File: src/design/csc_pkg.sv
// Shared constants and types for the CSV structure checker.
package csc_pkg;

	localparam int LANES  = 8;
	localparam int SLOTS  = 2 * LANES;
	localparam int CNT_W  = $clog2(LANES + 1);
	localparam int LANE_W = (LANES > 1) ? $clog2(LANES) : 1;

	localparam logic [7:0] QUOTE_BYTE = 8'h22;
	localparam logic [7:0] LF_BYTE    = 8'h0A;
	localparam logic [7:0] CR_BYTE    = 8'h0D;

	localparam logic [1:0] ISSUE_FIELDS      = 2'd0;
	localparam logic [1:0] ISSUE_MISSING_CR  = 2'd1;
	localparam logic [1:0] ISSUE_UNWANTED_CR = 2'd2;

	localparam logic [1:0] REG_DELIMITER = 2'd0;
	localparam logic [1:0] REG_EXPECTED  = 2'd1;
	localparam logic [1:0] REG_REQ_CR    = 2'd2;

	localparam logic [7:0]  DELIMITER_RST = 8'd44;
	localparam logic [15:0] EXPECTED_RST  = 16'd1;

	typedef struct packed {
		logic             lf_unq;
		logic             has_lf_before;
		logic [CNT_W-1:0] seg_cnt;
		logic [CNT_W-1:0] lf_before;
		logic [7:0]       prev_byte;
		logic             prev_valid;
	} lane_in_t;

	typedef struct packed {
		logic        mismatch;
		logic        cr_bad;
		logic [1:0]  cr_kind;
		logic [15:0] fields;
		logic [31:0] row;
	} lane_out_t;

endpackage

File: src/design/csc_in_if.sv
// Input channel: one eight-byte text chunk per transaction.
interface csc_in_if;
	logic        valid;
	logic        ready;
	logic [63:0] chunk_bytes;
	logic        last_chunk;

	modport source (output valid, output chunk_bytes, output last_chunk, input ready);
	modport sink (input valid, input chunk_bytes, input last_chunk, output ready);
endinterface

File: src/design/csc_out_if.sv
// Output channel: one reported issue per transaction.
interface csc_out_if;
	logic        valid;
	logic        ready;
	logic [1:0]  issue_kind;
	logic [31:0] row_number;
	logic [15:0] fields_seen;
	logic [2:0]  byte_lane;
	logic        last;

	modport source (output valid, output issue_kind, output row_number, output fields_seen,
		output byte_lane, output last, input ready);
	modport sink (input valid, input issue_kind, input row_number, input fields_seen,
		input byte_lane, input last, output ready);
endinterface

File: src/design/csc_lane.sv
// One byte lane: field count, row number and line-ending checks at a linefeed.
module csc_lane (
	input  csc_pkg::lane_in_t  lin,
	input  logic [15:0]        field_count,
	input  logic [31:0]        row_count,
	input  logic [15:0]        expected_fields,
	input  logic               require_cr,
	output csc_pkg::lane_out_t lout
);
	import csc_pkg::*;

	logic [16:0] fsum;
	logic [32:0] rsum;
	logic        had_cr;

	assign fsum   = {1'b0, lin.has_lf_before ? 16'd0 : field_count} + 17'(lin.seg_cnt);
	assign rsum   = {1'b0, row_count} + 33'(lin.lf_before);
	assign had_cr = (lin.prev_byte == CR_BYTE);

	always_comb begin
		lout.fields   = fsum[16] ? 16'hFFFF : fsum[15:0];
		lout.row      = rsum[32] ? 32'hFFFF_FFFF : rsum[31:0];
		lout.mismatch = lin.lf_unq && (lout.fields != expected_fields);
		lout.cr_bad   = lin.lf_unq && lin.prev_valid && (require_cr != had_cr);
		lout.cr_kind  = require_cr ? ISSUE_MISSING_CR : ISSUE_UNWANTED_CR;
	end
endmodule

File: src/design/csc_merge.sv
// Issue bank: holds one chunk's lane findings and sends them out in byte order.
module csc_merge (
	input  logic               clk,
	input  logic               arst_n,
	input  logic               load,
	input  csc_pkg::lane_out_t lanes [csc_pkg::LANES],
	output logic               in_ready,
	csc_out_if.source          issue
);
	import csc_pkg::*;

	logic [SLOTS-1:0]  pend_q;
	logic [SLOTS-1:0]  low;
	logic [SLOTS-1:0]  rest;
	logic [SLOTS-1:0]  new_mask;
	logic [15:0]       fields_q [LANES];
	logic [31:0]       row_q [LANES];
	logic [1:0]        crk_q [LANES];
	logic [LANE_W-1:0] sel_lane;
	logic              sel_cr;
	logic              drain;

	assign low      = pend_q & (~pend_q + SLOTS'(1));
	assign rest     = pend_q & ~low;
	assign drain    = issue.valid && issue.ready;
	assign in_ready = (pend_q == '0) || ((rest == '0) && issue.ready);

	always_comb begin
		sel_lane = '0;
		sel_cr   = 1'b0;
		for (int s = 0; s < SLOTS; s++) begin
			if (low[s]) begin
				sel_lane = LANE_W'(s / 2);
				sel_cr   = (s % 2) == 1;
			end
		end
		for (int k = 0; k < LANES; k++) begin
			new_mask[2*k]   = lanes[k].mismatch;
			new_mask[2*k+1] = lanes[k].cr_bad;
		end
	end

	assign issue.valid       = (pend_q != '0);
	assign issue.issue_kind  = sel_cr ? crk_q[sel_lane] : ISSUE_FIELDS;
	assign issue.row_number  = row_q[sel_lane];
	assign issue.fields_seen = fields_q[sel_lane];
	assign issue.byte_lane   = 3'(sel_lane);
	assign issue.last        = (rest == '0);

	always_ff @(posedge clk or negedge arst_n) begin
		if (!arst_n) begin
			pend_q <= '0;
		end else if (load) begin
			pend_q <= new_mask;
		end else if (drain) begin
			pend_q <= rest;
		end
	end

	always_ff @(posedge clk) begin
		if (load) begin
			for (int k = 0; k < LANES; k++) begin
				fields_q[k] <= lanes[k].fields;
				row_q[k]    <= lanes[k].row;
				crk_q[k]    <= lanes[k].cr_kind;
			end
		end
	end
endmodule

File: src/design/csv_structure_checker_unit.sv
// Top level: APB registers, quote/field scan across lanes, issue bank.
// Latency: a chunk's issues appear the cycle after it is taken, one per ready cycle.
// Throughput: one chunk per cycle while each chunk causes at most one issue and the
// output is ready; a chunk with more issues stalls input while the issue bank drains.
// Reset: arst_n clears scan state, counters, pending issues and registers to defaults.
module csv_structure_checker_unit (
	input  logic        clk,
	input  logic        arst_n,
	input  logic        psel,
	input  logic        penable,
	input  logic        pwrite,
	input  logic [3:0]  paddr,
	input  logic [31:0] pwdata,
	output logic [31:0] prdata,
	output logic        pready,
	csc_in_if.sink      chunk,
	csc_out_if.source   issue
);
	import csc_pkg::*;

	logic [7:0]       delimiter_q;
	logic [15:0]      expected_q;
	logic             req_cr_q;
	logic             quote_q;
	logic [15:0]      fc_q;
	logic [31:0]      row_q;
	logic [7:0]       prev_q;
	logic             pvalid_q;
	lane_in_t         lin [LANES];
	lane_out_t        lout [LANES];
	logic             quote_end;
	logic [CNT_W-1:0] cnt_end;
	logic [CNT_W-1:0] lf_total;
	logic             has_lf_end;
	logic [16:0]      fc_sum;
	logic [32:0]      row_sum;
	logic             accept;
	logic             wr;
	logic             in_ready;

	assign pready = 1'b1;
	assign wr     = psel && penable && pwrite;
	assign accept = chunk.valid && chunk.ready;
	assign chunk.ready = in_ready;

	always_comb begin
		unique case (paddr[3:2])
			REG_DELIMITER: prdata = {24'd0, delimiter_q};
			REG_EXPECTED:  prdata = {16'd0, expected_q};
			REG_REQ_CR:    prdata = {31'd0, req_cr_q};
			default:       prdata = '0;
		endcase
	end

	always_ff @(posedge clk or negedge arst_n) begin
		if (!arst_n) begin
			delimiter_q <= DELIMITER_RST;
			expected_q  <= EXPECTED_RST;
			req_cr_q    <= 1'b0;
		end else if (wr) begin
			unique case (paddr[3:2])
				REG_DELIMITER: delimiter_q <= pwdata[7:0];
				REG_EXPECTED:  expected_q  <= pwdata[15:0];
				REG_REQ_CR:    req_cr_q    <= pwdata[0];
				default: ;
			endcase
		end
	end

	// quote prefix and per-lane segment counts
	always_comb begin
		logic             q;
		logic [CNT_W-1:0] cnt;
		logic [CNT_W-1:0] nlf;
		logic             has_lf;
		logic [7:0]       b;
		logic [7:0]       pb;
		logic             pv;
		logic             lfu;
		logic             ev;
		q      = quote_q;
		cnt    = '0;
		nlf    = '0;
		has_lf = 1'b0;
		pb     = prev_q;
		pv     = pvalid_q;
		for (int k = 0; k < LANES; k++) begin
			b = chunk.chunk_bytes[8*k +: 8];
			if (b == QUOTE_BYTE)
				q = ~q;
			lfu = !q && (b == LF_BYTE);
			ev  = !q && ((b == delimiter_q) || (b == LF_BYTE));
			cnt = cnt + CNT_W'(ev);
			lin[k].lf_unq        = lfu;
			lin[k].has_lf_before = has_lf;
			lin[k].seg_cnt       = cnt;
			lin[k].lf_before     = nlf;
			lin[k].prev_byte     = pb;
			lin[k].prev_valid    = pv;
			if (lfu) begin
				cnt    = '0;
				has_lf = 1'b1;
				nlf    = nlf + CNT_W'(1);
			end
			pb = b;
			pv = 1'b1;
		end
		quote_end  = q;
		cnt_end    = cnt;
		lf_total   = nlf;
		has_lf_end = has_lf;
	end

	for (genvar g = 0; g < LANES; g++) begin : g_lane
		csc_lane u_lane (
			.lin             (lin[g]),
			.field_count     (fc_q),
			.row_count       (row_q),
			.expected_fields (expected_q),
			.require_cr      (req_cr_q),
			.lout            (lout[g])
		);
	end

	assign fc_sum  = {1'b0, fc_q} + 17'(cnt_end);
	assign row_sum = {1'b0, row_q} + 33'(lf_total);

	always_ff @(posedge clk or negedge arst_n) begin
		if (!arst_n) begin
			quote_q  <= 1'b0;
			fc_q     <= '0;
			row_q    <= '0;
			prev_q   <= '0;
			pvalid_q <= 1'b0;
		end else if (accept) begin
			quote_q  <= quote_end;
			fc_q     <= has_lf_end ? 16'(cnt_end) : (fc_sum[16] ? 16'hFFFF : fc_sum[15:0]);
			row_q    <= row_sum[32] ? 32'hFFFF_FFFF : row_sum[31:0];
			prev_q   <= chunk.chunk_bytes[8*LANES-1 -: 8];
			pvalid_q <= !chunk.last_chunk;
		end
	end

	csc_merge u_merge (
		.clk      (clk),
		.arst_n   (arst_n),
		.load     (accept),
		.lanes    (lout),
		.in_ready (in_ready),
		.issue    (issue)
	);
endmodule
File: src/flat_wrapper.sv
// flat-port wrapper written by rule: the top's interface ports become plain ports
module csv_structure_checker_unit_flat import csc_pkg::*;
  (clk, arst_n, psel, penable, pwrite, paddr, pwdata, prdata, pready, chunk_valid, chunk_chunk_bytes, chunk_last_chunk, chunk_ready, issue_valid, issue_issue_kind, issue_row_number, issue_fields_seen, issue_byte_lane, issue_last, issue_ready);
  csc_in_if chunk_i ();
  csc_out_if issue_i ();
  input  logic clk;
  input  logic arst_n;
  input  logic psel;
  input  logic penable;
  input  logic pwrite;
  input  logic [3:0] paddr;
  input  logic [31:0] pwdata;
  output logic [31:0] prdata;
  output logic pready;
  input wire logic [$bits(chunk_i.valid)-1:0] chunk_valid;
  input wire logic [$bits(chunk_i.chunk_bytes)-1:0] chunk_chunk_bytes;
  input wire logic [$bits(chunk_i.last_chunk)-1:0] chunk_last_chunk;
  output wire logic [$bits(chunk_i.ready)-1:0] chunk_ready;
  output wire logic [$bits(issue_i.valid)-1:0] issue_valid;
  output wire logic [$bits(issue_i.issue_kind)-1:0] issue_issue_kind;
  output wire logic [$bits(issue_i.row_number)-1:0] issue_row_number;
  output wire logic [$bits(issue_i.fields_seen)-1:0] issue_fields_seen;
  output wire logic [$bits(issue_i.byte_lane)-1:0] issue_byte_lane;
  output wire logic [$bits(issue_i.last)-1:0] issue_last;
  input wire logic [$bits(issue_i.ready)-1:0] issue_ready;
  assign chunk_i.valid = chunk_valid;
  assign chunk_i.chunk_bytes = chunk_chunk_bytes;
  assign chunk_i.last_chunk = chunk_last_chunk;
  assign chunk_ready = chunk_i.ready;
  assign issue_valid = issue_i.valid;
  assign issue_issue_kind = issue_i.issue_kind;
  assign issue_row_number = issue_i.row_number;
  assign issue_fields_seen = issue_i.fields_seen;
  assign issue_byte_lane = issue_i.byte_lane;
  assign issue_last = issue_i.last;
  assign issue_i.ready = issue_ready;
  csv_structure_checker_unit u_core (.clk(clk), .arst_n(arst_n), .psel(psel), .penable(penable), .pwrite(pwrite), .paddr(paddr), .pwdata(pwdata), .prdata(prdata), .pready(pready), .chunk(chunk_i), .issue(issue_i));
endmodule
File: config.mk
export PLATFORM = sky130hd
export DESIGN_NAME = csv_structure_checker_unit_flat
export DESIGN_NICKNAME = d
export VERILOG_FILES = /design/src/design/csc_pkg.sv /design/src/design/csc_in_if.sv /design/src/design/csc_out_if.sv /design/src/design/csc_lane.sv /design/src/design/csc_merge.sv /design/src/design/csv_structure_checker_unit.sv /design/src/flat_wrapper.sv
export SDC_FILE = /design/constraint.sdc
export NUM_CORES = 1
export LEC_CHECK = 0
export BUFFER_PORTS_ARGS = -buffer_cell sky130_fd_sc_hd__clkbuf_2
export CORE_ASPECT_RATIO = 0.8
export CORE_MARGIN = 2
export CORE_UTILIZATION = 25
export CTS_BUF_LIST = sky130_fd_sc_hd__clkbuf_16
export DETAILED_ROUTE_END_ITERATION = 10
export HOLD_SLACK_MARGIN = 0.02
export SLEW_MARGIN = 30
export SYNTH_ARGS = -nofsm -noshare
export SYNTH_HDL_FRONTEND = slang
export SYNTH_SLANG_ARGS = --single-unit
File: constraint.sdc
create_clock -name clk -period 38.2 [get_ports clk]
set_input_delay 11.46 -clock clk [delete_from_list [all_inputs] [get_ports clk]]
set_output_delay 11.46 -clock clk [all_outputs]
set_load 0.03 [all_outputs]
======== Yosys cells after proc, flatten, opt, wreduce, memory -nomap -nowiden ========
Memories as Yosys holds them, arrays and structs flattened.
Index checks and enable logic that the tools add are counted.
storage, ports and cells
  word-level logic and storage cells ...... 263
  input port bits ......................... 108
  bits in writable memories ............... 400
  memories ................................ 3
  register bits ........................... 99
  output and inout port bits .............. 89
operators by class
  bitwise logic cells ..................... 12
  add/subtract/negate cells ............... 32
  reductions and logical operators ........ 64
  equal/unequal tests ..................... 50
  multiplexer cells ....................... 93
memories
  name                     words  width  read ports  clocked after memory_dff  wr ports  line             source
  u_core.u_merge.row_q     8      32     1           0                         8         csc_merge.sv:17  logic [31:0] row_q [LANES];
  u_core.u_merge.fields_q  8      16     1           0                         8         csc_merge.sv:16  logic [15:0] fields_q [LANES];
  u_core.u_merge.crk_q     8      2      1           0                         8         csc_merge.sv:18  logic [1:0] crk_q [LANES];
operator list
  kind                                                 count
  2-to-1 mux 16 bit                                    19
  adder 32 x 4 -> 33 bit                               8
  2-to-1 mux 32 bit                                    8
  adder 16 x 4 -> 17 bit                               8
  equality test 8 x 4 -> 1 bit, second input constant  16
  inequality test 16 bit                               8
  equality test 8 x 6 -> 1 bit, second input constant  8
  equality test 8 bit                                  8
  2-to-1 mux 4 bit                                     14
  one-hot mux 16 bit (3 select lines)                  1
  2-to-1 mux 3 bit                                     13
  logical AND 1 bit                                    38
  2-to-1 mux 1 bit                                     36
  bitwise AND 16 bit                                   2
  zero test 16 bit                                     2
  NOT 16 bit                                           2
  adder 4 x 1 -> 4 bit                                 6
  adder 4 x 1 -> 4 bit, second input constant          6
  adder 16 x 1 -> 17 bit                               1
  adder 16 x 1 -> 16 bit, second input constant        1
  nonzero test 16 bit                                  1
  zero test 1 bit                                      9
  logical OR 1 bit                                     9
  inequality test 1 bit                                8
  other kinds (9)                                      19

======== Logic depth before layout (Yosys ltp) ========
  depth after elaboration ................. 24
  gate-level depth with buffers ........... 34
  mapped depth without buffers ............ 34

======== Hierarchy ========
From an unflattened synthesis, not the netlist that was laid out.
unflattened totals
  cells, all modules ...................... 4,322
  area, all modules ....................... 39,665.5 um^2
by module, submodules not included
  module                                  cells each  sequential area each (um^2)  area each (um^2)  instances
  csc_merge                               1,109       12,411.9                     16,888.7          1
  csc_lane (u_core.g_lane[0].u_lane ...)  315         0.0                          2,052.0           4
  csv_structure_checker_unit              771         2,082.0                      6,839.1           1
  csc_lane (u_core.g_lane[4].u_lane ...)  288         0.0                          1,861.8           3
  csc_lane (u_core.g_lane[3].u_lane)      318         0.0                          2,144.6           1

======== Worst setup path before layout ========
No wires, ideal clock.
  kind .................................... input -> output
  from .................................... input paddr[2]
  to ...................................... output prdata[0]
  data arrival time ....................... 12.582 ns
  buffers on the path ..................... 1
  data required time ...................... 26.740 ns
  slack ................................... 14.158 ns
  cell stages on the path ................. 4
  cell sequence ........................... clkbuf_1 nor2b_1 nand2_1 o21ai_0
between the ends
  longest elaborated chain between the ends .. 2
  elaborated cells on any way between the ends .. 4
  those cells by class .................... eq/ne (2); mux (1); reduce/logical (1)
RTL lines
  item                                         line                              source
  start: declaration                           flat_wrapper.sv:11                input logic [3:0] paddr;
  equality test 2 bit (tied with other cells)  csv_structure_checker_unit.sv:47  unique case (paddr[3:2])
  one-hot mux 16 bit (3 select lines) *        csv_structure_checker_unit.sv:47
  end: declaration                             flat_wrapper.sv:13                output logic [31:0] prdata;
Mark *: on every way between the ends. The rest lies on a longest branch, timed or not.

======== Final worst setup path ========
Same ends and word-level chain as after synthesis.

==> results.sh <==
export IMPL_boundaryPins=197
export IMPL_mappedNetlistArea_um2=32900
export IMPL_dp_hpwl_um=82200
export IMPL_hold_viol_final=0
export IMPL_period_minus_slack_ps=24190
export IMPL_yosysSeqAreaShare_pct=42.7
export IMPL_wl_per_cell_um=20.9
export IMPL_drc_errors=0
export IMPL_clock_sinks=485
export IMPL_layout_commonest_cell="nand2_1"
export IMPL_dp_slack_ps=13950
export IMPL_crit_fanout=12
export IMPL_cts_inserted_buffers=59
export IMPL_design_core_area_um2=131000
export IMPL_gr_usage_all_layers_pct=17.1
export IMPL_portBuffers=161
export IMPL_grt_ovfl_total=0
export IMPL_status="completed"
export IMPL_power_density_nw_per_um2=41.6
export IMPL_post_route_period_util_pct=63.3
export IMPL_hold_path_class="reg2reg"
export IMPL_synth_top_flop_cell="edfxtp_1"
export IMPL_tightest_slew_ps=1200
export IMPL_clockBufferDepth=3
export IMPL_first_global_vias=27284
export IMPL_die_w_um=410
export IMPL_tns_ps=0
export IMPL_fin_ws_ps=14010
export IMPL_async_flop_share_pct=20.4
export IMPL_first_pass_iters=6
export IMPL_cp_arrival_ps=12730
export IMPL_cts_tree="built"
export IMPL_h_tree_depth=2
export IMPL_max_freq_mhz=41.3
export IMPL_rsz0062_at_grt="false"
export IMPL_postCtsSetupBuffers=0
export IMPL_postSynthCellCount=3803
export IMPL_maxSlewViolCount=0
export IMPL_avgSynthCellArea_um2=8.66
export IMPL_die_area_um2=135000
export IMPL_synth_seq_cells=485
export IMPL_via_count=29338
export IMPL_place_gp_congestion=0.965
export IMPL_r2r_cells=34
export IMPL_initial_utilization_pct=25.1
export IMPL_cts_root_buffer_cell="clkbuf_16"
export IMPL_setup_viol=0
export IMPL_p_leak_nw=15.3
export IMPL_area_delta_synth_final_pct=13.9
export IMPL_cts_clk_slew_worst_paths_ps=60
export IMPL_synth_edf_count=386
export IMPL_cp_start_kind="input pin"
export IMPL_synth_cell_type_count=86
export IMPL_viasPerCell=5.20
export IMPL_cts_hold_buf=0
export IMPL_insertion_delay_ps=710
export IMPL_die_y_um=329
export IMPL_cp_required_ps=26740
export IMPL_antenna_found_initial=5
export IMPL_yosys_warnings=0
export IMPL_max_vdd_ir_drop_v=0.0000358
export IMPL_final_cell_mix="nand2_1 (771), edfxtp_1 (386), nand3_1 (385)"
export IMPL_min_path_cells=2
export IMPL_path_class="in2out"
export IMPL_num_nets_final=4043
export IMPL_slew_headroom_pct=17.8
export IMPL_grt_pass1_wl_um=176000
export IMPL_clock_skew_ps=53.7
export IMPL_cts_resized=0
export IMPL_grt_max_degree=130
export IMPL_ant_nets=0
export IMPL_row_count=119
export IMPL_final_layout_size_suffix_gt1_share_pct=10.5
export IMPL_maxCapViolCount=0
export IMPL_wirelength_um=118000
export IMPL_crit_path_end_kind="primary output"
export IMPL_drt_iter0_drc=3755
-- routing by layer --
layer,global-route usage [%],wire (µm)
met5,0,10
met4,4.60,2810
met3,3.40,11700
met2,25.3,50400
met1,25.1,52900
-- cells by family (layout without fill, tap and decap cells) --
group           after synthesis  count (layout)  share of synthesized area (%)
simple gates               1842            1842                           26.4
compound gates              635             635                           11.3
flops                       485             485                           42.7
xor+xnor                    365             365                           9.79
buf+inv                     318             387                           3.83
fa+ha+maj                   101             101                           4.16
mux                          55              55                           1.80
other cells                   2              20                         0.0228
-- cells in the mapped netlist (6+ instances only) --
cell type  number  area (µm²)
a211oi_1        6        45.0
o211ai_1        8        60.1
nand4_1        51         319
or2_2          16         100
xnor2_1       210        1840
a311oi_1        8        70.1
clkbuf_1      230         863
edfxtp_1      386       11600
clkinv_1        7        26.3
mux2_2         35         394
a22oi_1         6        45.0
and2_1         51         319
a31oi_1        23         144
and3_1         74         463
ha_1           83        1040
o31ai_1        18         135
xor2_1        153        1340
fa_1           15         300
nor4b_1        12         105
o21a_1         16         120
nor2b_1        31         194
mux2i_1        20         200
o21ai_1         6        30.0
nand2b_1       39         244
o21ai_0       277        1390
buf_1          20        75.1
inv_1          40         150
a21o_1         31         233
a21oi_1       173         866
buf_4          17         128
nor3_1         50         250
nor2_1        207         777
o22ai_1         6        37.5
nand2_1       772        2900
nor4_1         37         231
dfrtp_1        95        2380
nand3_1       385        1930
or3_1          73         457
a2111oi_0       7        61.3
-- through the flow --
stage          area [µm²]  total power (W)  instances  util, %  hold WS (ps)
4_1_cts             37500          0.00156       5642     28.6           478
6_report            37500          0.00156       5644     28.6           474
3_3_place_gp        35500         0.000986       5529     27.1           457
2_1_floorplan       33000         0.000892       3819        -           423
3_5_place_dp        35500         0.000993       5530     27.1           463
5_1_grt             37500          0.00162       5642     28.6           498
-- worst max-delay path, stage by stage --
cell	delay (ps)
clkbuf_2	260
nor2b_2	570
nand2_1	100
o21ai_0	100
clkbuf_2	240
-- final cells by class --
class                   count  area [µm²]
repair buffers            227        1360
inverters                  48         194
multi-input cells        3016       17700
flip-flops and latches    485       14100
clock inverters            50         410
well taps                1754        2190
fillers                 13868       93700
diodes                      2        5.00
clock buffers              62        1550
-- power by group --
group,internal (W),switching (W)
Combinational,0.000119,0.000195
Sequential,0.000620,0.0000574
Clock,0.000317,0.000252
-- flip-flops by register name, summed over array words and instances, names as in the netlist --
signal	count
u_core.req_cr_q	1
u_core.row_q	32
u_core.u_merge.pend_q	16
u_core.u_merge.crk_q	2
u_core.delimiter_q	8
u_core.expected_q	16
u_core.u_merge.fields_q	128
u_core.pvalid_q	1
u_core.quote_q	1
u_core.u_merge.row_q	256
u_core.prev_q	8
u_core.fc_q	16
-- final timing paths --
path	end	slack, ps	from
worst max-delay path	prdata[0]	14010	paddr[2]
worst min-delay path	u_core.prev_q[1]	470	u_core.prev_q[1]
worst max register to register	u_core.u_merge.pend_q[14]	28050	u_core.quote_q
worst min register to register	u_core.prev_q[1]	470	u_core.prev_q[1]
max in group asynchronous	u_core.row_q[29]	26240	arst_n
min in group asynchronous	u_core.delimiter_q[6]	10700	arst_n
No activity file was read; power rests on OpenSTA's default activity.
